## config.mk

```make
export PLATFORM = sky130hd
export DESIGN_NAME = corated_cosine_similarity_unit
export DESIGN_NICKNAME = d
export VERILOG_FILES = /design/src/sv/ccs_pkg.sv /design/src/sv/ccs_front.sv /design/src/sv/ccs_queue.sv /design/src/sv/ccs_back.sv /design/src/sv/corated_cosine_similarity_unit.sv
export SDC_FILE = /design/constraint.sdc
export NUM_CORES = 2
export LEC_CHECK = 0
export BUFFER_PORTS_ARGS = -buffer_cell sky130_fd_sc_hd__buf_2
export CELL_PAD_IN_SITES_DETAIL_PLACEMENT = 1
export CELL_PAD_IN_SITES_GLOBAL_PLACEMENT = 1
export CORE_UTILIZATION = 25
export DETAILED_ROUTE_END_ITERATION = 7
export GPL_TIMING_DRIVEN = 0
export PLACE_DENSITY = 0.48
export SYNTH_ARGS = -nofsm -noshare
export SYNTH_HDL_FRONTEND = slang
export SYNTH_HIERARCHICAL = 1
export SYNTH_SLANG_ARGS = --single-unit
```

## constraint.sdc

```tcl
create_clock -name clk -period 8 [get_ports clk]
set_input_delay 1.2 -clock clk [delete_from_list [all_inputs] [get_ports clk]]
set_output_delay 1.2 -clock clk [all_outputs]
set_load 0.02 [all_outputs]
```

## src/sv/ccs_pkg.sv

```systemverilog
// Shared types and constants for the co-rated cosine similarity unit.
// No dependencies.
`timescale 1ns / 1ps

package ccs_pkg;

  localparam int RATING_W    = 4;   // field width of each rating
  localparam int RATING_BITS = 4;   // rating bits actually used
  localparam logic [RATING_W-1:0] RATING_MASK = RATING_W'((1 << RATING_BITS) - 1);

  localparam int COUNT_W = 14;
  localparam int SUM_W   = 21;
  localparam int SIM_W   = 16;
  localparam int FRAC_W  = 15;
  localparam int PROD_W  = 2 * SUM_W;
  localparam int ROOT_W  = SUM_W;

  localparam logic [COUNT_W-1:0] COUNT_MAX = {COUNT_W{1'b1}};
  localparam logic [SUM_W-1:0]   SUM_MAX   = {SUM_W{1'b1}};
  localparam logic [SIM_W-1:0]   Q_ONE     = SIM_W'(1 << FRAC_W);

  localparam int IN_DATA_W  = 8;    // two ratings, padded to bytes
  localparam int OUT_DATA_W = 32;   // similarity + count, padded to bytes

  localparam int QUEUE_DEPTH = 2;

  // Finished accumulation of one vector pair.
  typedef struct packed {
    logic [COUNT_W-1:0] count;
    logic [SUM_W-1:0]   dot;
    logic [SUM_W-1:0]   sq_a;
    logic [SUM_W-1:0]   sq_b;
  } job_t;

endpackage

```

## src/sv/ccs_front.sv

```systemverilog
// Front end: takes rating transactions, accumulates co-rated sums, hands a job on.
// Depends on ccs_pkg.
`timescale 1ns / 1ps

module ccs_front (
  input  logic                          clk,
  input  logic                          rst,
  input  logic                          s_tvalid,
  output logic                          s_tready,
  input  logic [ccs_pkg::IN_DATA_W-1:0] s_tdata,   // rating_a, rating_b
  input  logic                          s_tlast,   // last_user
  input  logic                          q_full,
  output logic                          push,
  output ccs_pkg::job_t                 push_job
);

  localparam int RW = ccs_pkg::RATING_W;
  localparam int SW = ccs_pkg::SUM_W;
  localparam int CW = ccs_pkg::COUNT_W;

  logic [CW-1:0] pair_count;
  logic [SW-1:0] dot_sum, square_sum_a, square_sum_b;

  logic [RW-1:0]   ra, rb;
  logic            both;
  logic [2*RW-1:0] p_ab, p_aa, p_bb;
  logic [CW:0]     cnt_w;
  logic [SW:0]     dot_w, sqa_w, sqb_w;
  logic            accept;
  ccs_pkg::job_t   upd;

  assign ra   = s_tdata[RW-1:0] & ccs_pkg::RATING_MASK;
  assign rb   = s_tdata[2*RW-1:RW] & ccs_pkg::RATING_MASK;
  assign both = (ra != '0) && (rb != '0);
  assign p_ab = ra * rb;
  assign p_aa = ra * ra;
  assign p_bb = rb * rb;

  assign cnt_w = {1'b0, pair_count} + (CW+1)'(1);
  assign dot_w = {1'b0, dot_sum} + (SW+1)'(p_ab);
  assign sqa_w = {1'b0, square_sum_a} + (SW+1)'(p_aa);
  assign sqb_w = {1'b0, square_sum_b} + (SW+1)'(p_bb);

  // saturating accumulate, only when both ratings are present
  always_comb begin
    upd.count = pair_count;
    upd.dot   = dot_sum;
    upd.sq_a  = square_sum_a;
    upd.sq_b  = square_sum_b;
    if (both) begin
      upd.count = (cnt_w > {1'b0, ccs_pkg::COUNT_MAX}) ? ccs_pkg::COUNT_MAX : cnt_w[CW-1:0];
      upd.dot   = (dot_w > {1'b0, ccs_pkg::SUM_MAX}) ? ccs_pkg::SUM_MAX : dot_w[SW-1:0];
      upd.sq_a  = (sqa_w > {1'b0, ccs_pkg::SUM_MAX}) ? ccs_pkg::SUM_MAX : sqa_w[SW-1:0];
      upd.sq_b  = (sqb_w > {1'b0, ccs_pkg::SUM_MAX}) ? ccs_pkg::SUM_MAX : sqb_w[SW-1:0];
    end
  end

  assign s_tready = !q_full;
  assign accept   = s_tvalid && s_tready;
  assign push     = accept && s_tlast;
  assign push_job = upd;

  always_ff @(posedge clk) begin
    if (rst) begin
      pair_count   <= '0;
      dot_sum      <= '0;
      square_sum_a <= '0;
      square_sum_b <= '0;
    end else if (accept) begin
      if (s_tlast) begin
        pair_count   <= '0;
        dot_sum      <= '0;
        square_sum_a <= '0;
        square_sum_b <= '0;
      end else begin
        pair_count   <= upd.count;
        dot_sum      <= upd.dot;
        square_sum_a <= upd.sq_a;
        square_sum_b <= upd.sq_b;
      end
    end
  end

endmodule

```

## src/sv/ccs_queue.sv

```systemverilog
// Short job queue between front and back end.
// Depends on ccs_pkg.
`timescale 1ns / 1ps

module ccs_queue (
  input  logic          clk,
  input  logic          rst,
  input  logic          push,
  input  ccs_pkg::job_t push_job,
  input  logic          pop,
  output ccs_pkg::job_t pop_job,
  output logic          full,
  output logic          empty
);

  localparam int DEPTH = ccs_pkg::QUEUE_DEPTH;
  localparam int PTR_W = (DEPTH > 1) ? $clog2(DEPTH) : 1;
  localparam int CNT_W = $clog2(DEPTH + 1);

  ccs_pkg::job_t    slots [DEPTH];
  logic [PTR_W-1:0] wr_ptr, rd_ptr;
  logic [CNT_W-1:0] fill;

  assign full    = (fill == CNT_W'(DEPTH));
  assign empty   = (fill == '0);
  assign pop_job = slots[rd_ptr];

  always_ff @(posedge clk) begin
    if (push && !full) begin
      slots[wr_ptr] <= push_job;
    end
  end

  always_ff @(posedge clk) begin
    if (rst) begin
      wr_ptr <= '0;
      rd_ptr <= '0;
      fill   <= '0;
    end else begin
      if (push && !full) begin
        wr_ptr <= (wr_ptr == PTR_W'(DEPTH - 1)) ? '0 : wr_ptr + PTR_W'(1);
      end
      if (pop && !empty) begin
        rd_ptr <= (rd_ptr == PTR_W'(DEPTH - 1)) ? '0 : rd_ptr + PTR_W'(1);
      end
      if ((push && !full) && !(pop && !empty)) begin
        fill <= fill + CNT_W'(1);
      end else if (!(push && !full) && (pop && !empty)) begin
        fill <= fill - CNT_W'(1);
      end
    end
  end

endmodule

```

## src/sv/ccs_back.sv

```systemverilog
// Back end: product of the square sums, integer root, Q1.15 divide, output register.
// Depends on ccs_pkg.
`timescale 1ns / 1ps

module ccs_back (
  input  logic                           clk,
  input  logic                           rst,
  input  logic                           q_empty,
  output logic                           pop,
  input  ccs_pkg::job_t                  pop_job,
  output logic                           m_tvalid,
  input  logic                           m_tready,
  output logic [ccs_pkg::OUT_DATA_W-1:0] m_tdata   // similarity, corated_count, zero pad
);

  localparam int SW     = ccs_pkg::SUM_W;
  localparam int PW     = ccs_pkg::PROD_W;
  localparam int RTW    = ccs_pkg::ROOT_W;
  localparam int FW     = ccs_pkg::FRAC_W;
  localparam int LO_W   = (SW + 1) / 2;
  localparam int HI_W   = SW - LO_W;
  localparam int MW     = SW + LO_W;
  localparam int STEP_W = $clog2(RTW);
  localparam int PAD_W  = ccs_pkg::OUT_DATA_W - ccs_pkg::SIM_W - ccs_pkg::COUNT_W;

  typedef enum logic [6:0] {
    ST_IDLE   = 7'b0000001,
    ST_MUL_LO = 7'b0000010,
    ST_MUL_HI = 7'b0000100,
    ST_SQRT   = 7'b0001000,
    ST_DCHK   = 7'b0010000,
    ST_DIV    = 7'b0100000,
    ST_DONE   = 7'b1000000
  } state_t;

  state_t        state;
  ccs_pkg::job_t job;
  logic [PW-1:0]   prod;
  logic [RTW-1:0]  root;
  logic [RTW:0]    sq_rem;
  logic [SW-1:0]   div_rem;
  logic [FW-1:0]   quo;
  logic [STEP_W-1:0] step;
  logic [ccs_pkg::SIM_W-1:0] sim;

  logic [LO_W-1:0] mul_b;
  logic [MW-1:0]   pp;
  logic [RTW+2:0]  rem_sh, trial, rem_sub;
  logic            sq_ge;
  logic [SW:0]     d_sh, d_sub;
  logic            d_ge;
  logic            trivial;
  logic            out_free;

  // one shared 21x11 multiplier, low half then high half
  assign mul_b = (state == ST_MUL_LO) ? job.sq_b[LO_W-1:0]
                                      : LO_W'(job.sq_b[SW-1:LO_W]);
  assign pp    = job.sq_a * mul_b;

  // restoring square root, two radicand bits a step
  assign rem_sh  = {sq_rem, prod[PW-1 -: 2]};
  assign trial   = {1'b0, root, 2'b01};
  assign sq_ge   = (rem_sh >= trial);
  assign rem_sub = rem_sh - trial;

  // restoring divide, one quotient bit a step; dividend < divisor here
  assign d_sh  = {div_rem, 1'b0};
  assign d_ge  = (d_sh >= {1'b0, root});
  assign d_sub = d_sh - {1'b0, root};

  assign trivial  = (pop_job.count <= ccs_pkg::COUNT_W'(1)) ||
                    (pop_job.sq_a == '0) || (pop_job.sq_b == '0);
  assign out_free = !m_tvalid || m_tready;
  assign pop      = (state == ST_IDLE) && !q_empty;

  always_ff @(posedge clk) begin
    if (rst) begin
      state    <= ST_IDLE;
      m_tvalid <= 1'b0;
    end else begin
      if (m_tvalid && m_tready && (state != ST_DONE)) begin
        m_tvalid <= 1'b0;
      end
      unique case (state)
        ST_IDLE: begin
          if (!q_empty) begin
            state <= trivial ? ST_DONE : ST_MUL_LO;
          end
        end
        ST_MUL_LO: state <= ST_MUL_HI;
        ST_MUL_HI: state <= ST_SQRT;
        ST_SQRT: begin
          if (step == '0) begin
            state <= ST_DCHK;
          end
        end
        ST_DCHK: state <= (job.dot >= root) ? ST_DONE : ST_DIV;
        ST_DIV: begin
          if (step == '0) begin
            state <= ST_DONE;
          end
        end
        ST_DONE: begin
          if (out_free) begin
            m_tvalid <= 1'b1;
            state    <= ST_IDLE;
          end
        end
        default: state <= ST_IDLE;
      endcase
    end
  end

  always_ff @(posedge clk) begin
    unique case (state)
      ST_IDLE: begin
        job <= pop_job;
        sim <= '0;
      end
      ST_MUL_LO: prod <= PW'(pp);
      ST_MUL_HI: begin
        prod   <= prod + {pp[SW+HI_W-1:0], {LO_W{1'b0}}};
        root   <= '0;
        sq_rem <= '0;
        step   <= STEP_W'(RTW - 1);
      end
      ST_SQRT: begin
        prod   <= {prod[PW-3:0], 2'b00};
        root   <= {root[RTW-2:0], sq_ge};
        sq_rem <= sq_ge ? rem_sub[RTW:0] : rem_sh[RTW:0];
        step   <= step - STEP_W'(1);
      end
      ST_DCHK: begin
        sim     <= ccs_pkg::Q_ONE;
        div_rem <= job.dot;
        quo     <= '0;
        step    <= STEP_W'(FW - 1);
      end
      ST_DIV: begin
        div_rem <= d_ge ? d_sub[SW-1:0] : d_sh[SW-1:0];
        quo     <= {quo[FW-2:0], d_ge};
        step    <= step - STEP_W'(1);
        if (step == '0) begin
          sim <= {1'b0, quo[FW-2:0], d_ge};
        end
      end
      ST_DONE: begin
        if (out_free) begin
          m_tdata <= {{PAD_W{1'b0}}, job.count, sim};
        end
      end
      default: ;
    endcase
  end

endmodule

```

## src/sv/corated_cosine_similarity_unit.sv

```systemverilog
// Co-rated cosine similarity unit: top level joining front end, job queue and back end.
// Depends on ccs_pkg, ccs_front, ccs_queue, ccs_back.
//
//  port group  dir  width  contents (low bit up)
//  s_*         in   8+1    tdata: rating_a, rating_b; tlast: last_user
//  m_*         out  32     tdata: similarity (Q1.15), corated_count, zero pad
//
// One rating transaction is taken per cycle while the job queue has room.
// Each vector pair then passes the back end in order: load, the split 21x11 product,
// square root, compare, divide, hand-over to the output register. The divide is
// skipped if the ratio clamps to one; with too few users only load and hand-over run.
// Two finished pairs may wait in the queue; input stalls only when it is full.
// rst is synchronous and clears the accumulators, queue and output valid.
`timescale 1ns / 1ps

module corated_cosine_similarity_unit (
  input  logic                           clk,
  input  logic                           rst,
  input  logic                           s_tvalid,
  output logic                           s_tready,
  input  logic [ccs_pkg::IN_DATA_W-1:0]  s_tdata,   // rating_a, rating_b
  input  logic                           s_tlast,   // last_user
  output logic                           m_tvalid,
  input  logic                           m_tready,
  output logic [ccs_pkg::OUT_DATA_W-1:0] m_tdata    // similarity, corated_count, pad
);

  logic          push, pop, q_full, q_empty;
  ccs_pkg::job_t push_job, pop_job;

  ccs_front u_front (
    .clk      (clk),
    .rst      (rst),
    .s_tvalid (s_tvalid),
    .s_tready (s_tready),
    .s_tdata  (s_tdata),
    .s_tlast  (s_tlast),
    .q_full   (q_full),
    .push     (push),
    .push_job (push_job)
  );

  ccs_queue u_queue (
    .clk      (clk),
    .rst      (rst),
    .push     (push),
    .push_job (push_job),
    .pop      (pop),
    .pop_job  (pop_job),
    .full     (q_full),
    .empty    (q_empty)
  );

  ccs_back u_back (
    .clk      (clk),
    .rst      (rst),
    .q_empty  (q_empty),
    .pop      (pop),
    .pop_job  (pop_job),
    .m_tvalid (m_tvalid),
    .m_tready (m_tready),
    .m_tdata  (m_tdata)
  );

endmodule

```

==> impl_metrics.py <==
metrics = {
    "setup_path": {
        "cp_max_fo": 10,
        "crit_path_frequent_cell": "fa_1",
        "critPathLaunch": "u_back/state[5]",
        "crit_arrival_ps": 8790,
        "worst-r2r-setup-slack_ps": -440,
        "end_kind": "flop",
        "cp.required_ps": 8350,
        "start_kind": "flop",
        "path_class": "reg2reg",
        "crit_path_top_delay_cell": "fa_1",
        "worst_path_largest_cell_delay_ps": 560,
        "timing.rr.start": "u_back/state[5]",
    },
    "routing": {
        "drt-wirelength-per-cell_um": 19.34,
        "vias": 23330,
        "wirelength_mm": 98.59,
        "drtIter0Drc": 896,
        "ant_nets": 0,
        "first_pass_iters": 5,
        "drc": 0,
        "via_per_inst": 4.577,
    },
    "status": {
        "violations": "negative setup slack",
        "status": "finished with violations",
    },
    "synth": {
        "synth.distinct_cells": 89,
        "ys_ff_latch": 492,
        "synth_seq_area_share_pct": 41.61,
        "synth_edf_count": 402,
        "netlist.area_leader.share_pct": 36.21,
        "synth-warning-count": 6,
        "synth_area_um2": 33340,
        "synth_async_sr_flop_share_pct": 0,
        "synthCells": 3125,
        "synthTopCellsByArea": "edfxtp_1, fa_1, ha_1, dfxtp_1, nand2_1",
        "avgSynthCellArea_um2": 10.67,
        "synth.largest_area_cell": "edfxtp_1",
        "synth-main-ff-cell": "edfxtp_1",
    },
    "global_route": {
        "grt_remaining_overflow": 0,
        "grt_pass1_vias": 24810,
        "grt_max_degree": 74,
        "grt_use_total_pct": 14.52,
        "grt_pass1_wl_mm": 152.7,
        "antenna_found_initial": 1,
    },
    "placement": {
        "port_buffers": 44,
        "dp_worst_setup_slack_ps": -1669,
        "gp_congestion": 0.7844,
        "placed_area_um2": 36100,
        "post-dp-hpwl_mm": 75.77,
    },
    "sta": {
        "rsz0062_at_grt": "true",
        "tns_ps": -2115,
        "max-slew-margin-rel_pct": 22.11,
        "hold_violations": 0,
        "finalCritPeriodShare_pct": 105.6,
        "max_freq_mhz": 118.4,
        "fin_worst_skew_ps": 50.97,
        "tightest_slew_ps": 1164,
        "finalMaxSlewViolations": 0,
        "fin_crit_ps": 8445,
        "worst_slack_ps": -444.5,
        "finalSetupViolations": 13,
    },
    "floorplan": {
        "dieArea_um2": 134800,
        "std_cell_rows": 133,
        "die_x_um": 367.2,
        "initial_utilization_pct": 25.26,
        "fp.dieH_um": 367.2,
        "fp.coreArea_um2": 132000,
        "ioPinCount": 47,
    },
    "layout": {
        "design_area_um2": 39500,
        "utilization_pct": 29.93,
        "nets": 3701,
        "drive_above_1_share_pct": 15.21,
        "nFillCells": 14710,
        "area_growth_pct": 18.46,
    },
    "clock_network": {
        "clk_pin_slew_ps": 60,
        "cts_buffers": 60,
        "clock_sinks": 492,
        "htreeDepth": 2,
        "hold_buffers": 0,
        "clockBufferDepth": 3,
        "cts_tree": "done",
        "clock_tree.root_cell": "clkbuf_16",
        "clk_latency_ps": 660,
    },
    "min_path": {
        "hp-class": "reg2reg",
        "hold_start": "u_back/sim[14]",
    },
    "flow_run": {
        "cap_violations": 0,
    },
}
## layout make-up
type / count / area [um2] / area share (%)
repair buffers: 107 / 844.6 / 2.138
well taps: 1755 / 2196 / 5.560
diodes: 2 / 5.005 / 0.01267
clock inverters: 32 / 426.7 / 1.080
inverters: 290 / 1096 / 2.775
clock buffers: 81 / 1630 / 4.128
flip-flops and latches: 492 / 13880 / 35.14
multi-input cells: 2193 / 18570 / 47.02
plain buffers: 145 / 849.6 / 2.151
## state kept, by name (all words and copies together), names as in the netlist, 5 cells and up, named ones only
name,flops
u_queue/slots,154
u_back/job,77
u_back/prod,42
u_back/m_tdata,30
u_back/sq_rem,22
u_back/div_rem,21
u_back/root,21
u_front/dot_sum,21
u_front/square_sum_a,21
u_front/square_sum_b,21
u_back/sim,16
u_back/quo,14
u_front/pair_count,14
u_back/state,7
u_back/step,5
## synth_stat cells (7+ instances only)
cell type and n:
edfxtp_1 402, nand2_1 311, inv_1 290, ha_1 212, fa_1 187, nor2_1 161
a21oi_1 155, and2_1 150, clkbuf_1 117, o21ai_0 112, a21o_1 93, dfxtp_1 90
xnor2_1 74, mux2_2 63, nand3_1 56, xor2_1 54, nor3_1 47, mux2i_1 36
a31oi_1 34, nor2b_1 31, a22o_1 30, mux2_4 30, nand4_1 29, and3_1 24
nand2b_1 23, o21a_1 21, o21ai_1 21, and4_1 18, o21bai_1 18, or3_1 16
buf_2 15, nor4_1 15, a221o_1 12, a211oi_1 11, buf_6 11, o211ai_1 11
a31o_2 9, nand3b_1 9, o31ai_1 8, or2_2 8, a22oi_1 7
## cell usage in the layout, fill, tap and decap left out, types with 15 or more instances in the layout
master | synthesis | layout
edfxtp_1 | 402 | 402
nand2_1 | 311 | 299
inv_1 | 290 | 275
ha_1 | 212 | 187
fa_1 | 187 | 181
nor2_1 | 161 | 158
and2_1 | 150 | 147
a21oi_1 | 155 | 139
clkbuf_1 | 117 | 110
o21ai_0 | 112 | 100
a21o_1 | 93 | 93
dfxtp_1 | 90 | 87
clkbuf_16 | 0 | 66
buf_2 | 15 | 61
xnor2_1 | 74 | 59
mux2_2 | 63 | 57
nand3_1 | 56 | 54
buf_4 | 4 | 51
xor2_1 | 54 | 49
nor3_1 | 47 | 46
mux2i_1 | 36 | 36
mux2_4 | 30 | 36
a31oi_1 | 34 | 32
nor2b_1 | 31 | 30
a22o_1 | 30 | 30
nand4_1 | 29 | 29
o21ai_1 | 21 | 29
and3_1 | 24 | 22
nand2b_1 | 23 | 22
o21a_1 | 21 | 21
ha_4 | 0 | 21
buf_6 | 11 | 20
a21oi_2 | 6 | 19
and4_1 | 18 | 18
o21bai_1 | 18 | 17
nor4_1 | 15 | 15
## worst max-delay path: cells and delay by family, from the launching register on
family                   cells  cell delay [ps]
flip-flops                   1              320
AND/OR/NAND/NOR              7             1470
adder cells (fa/ha/maj)      7             3250
buffers and inverters        6              670
XOR/XNOR                     3              530
AO/OA/AOI/OAI               11             1520
multiplexers                 1              360
## per-layer routing
layer / wire [um] / track usage (%) / vias to the layer above
met5: 0 / 0 / -
met4: 2205 / 3.598 / 0
met3: 2294 / 1.500 / 118
met2: 44100 / 23.02 / 250
met1: 49980 / 21.00 / 11670
li1: - / - / 11290
## timing repair
item,4_1_cts,5_1_grt
gates resized for setup,145,42
buffers inserted,42,14
setup endpoints to repair,20,18
gates cloned,0,1
pin swaps,63,15
## cells by family after synthesis
family | count (synthesis) | synth area share, %
AO/OA/AOI/OAI | 615 | 12.31
XOR/XNOR | 128 | 3.363
adder cells (fa/ha/maj) | 399 | 19.18
buffers and inverters | 441 | 5.322
flip-flops | 492 | 41.61
multiplexers | 130 | 4.594
other | 1 | 0.01125
AND/OR/NAND/NOR | 919 | 13.61
## per-stage QoR
stage	std cells	hold slack, ps
2_1_floorplan	3126	400.3
3_3_place_gp	4925	404.5
3_5_place_dp	4932	405.2
4_1_cts	5085	417.1
5_1_grt	5095	421.9
6_report	5097	416.2
## worst paths after layout
kind,end,cells past startpoint
worst max-delay path,u_back/prod[41],35
worst min-delay path,u_back/m_tdata[14],0
worst max register to register,u_back/prod[41],35
worst min register to register,u_back/m_tdata[14],0
Power is not shown: default switching activity piles up to over one toggle a cycle in this logic, so the estimate is an artifact.
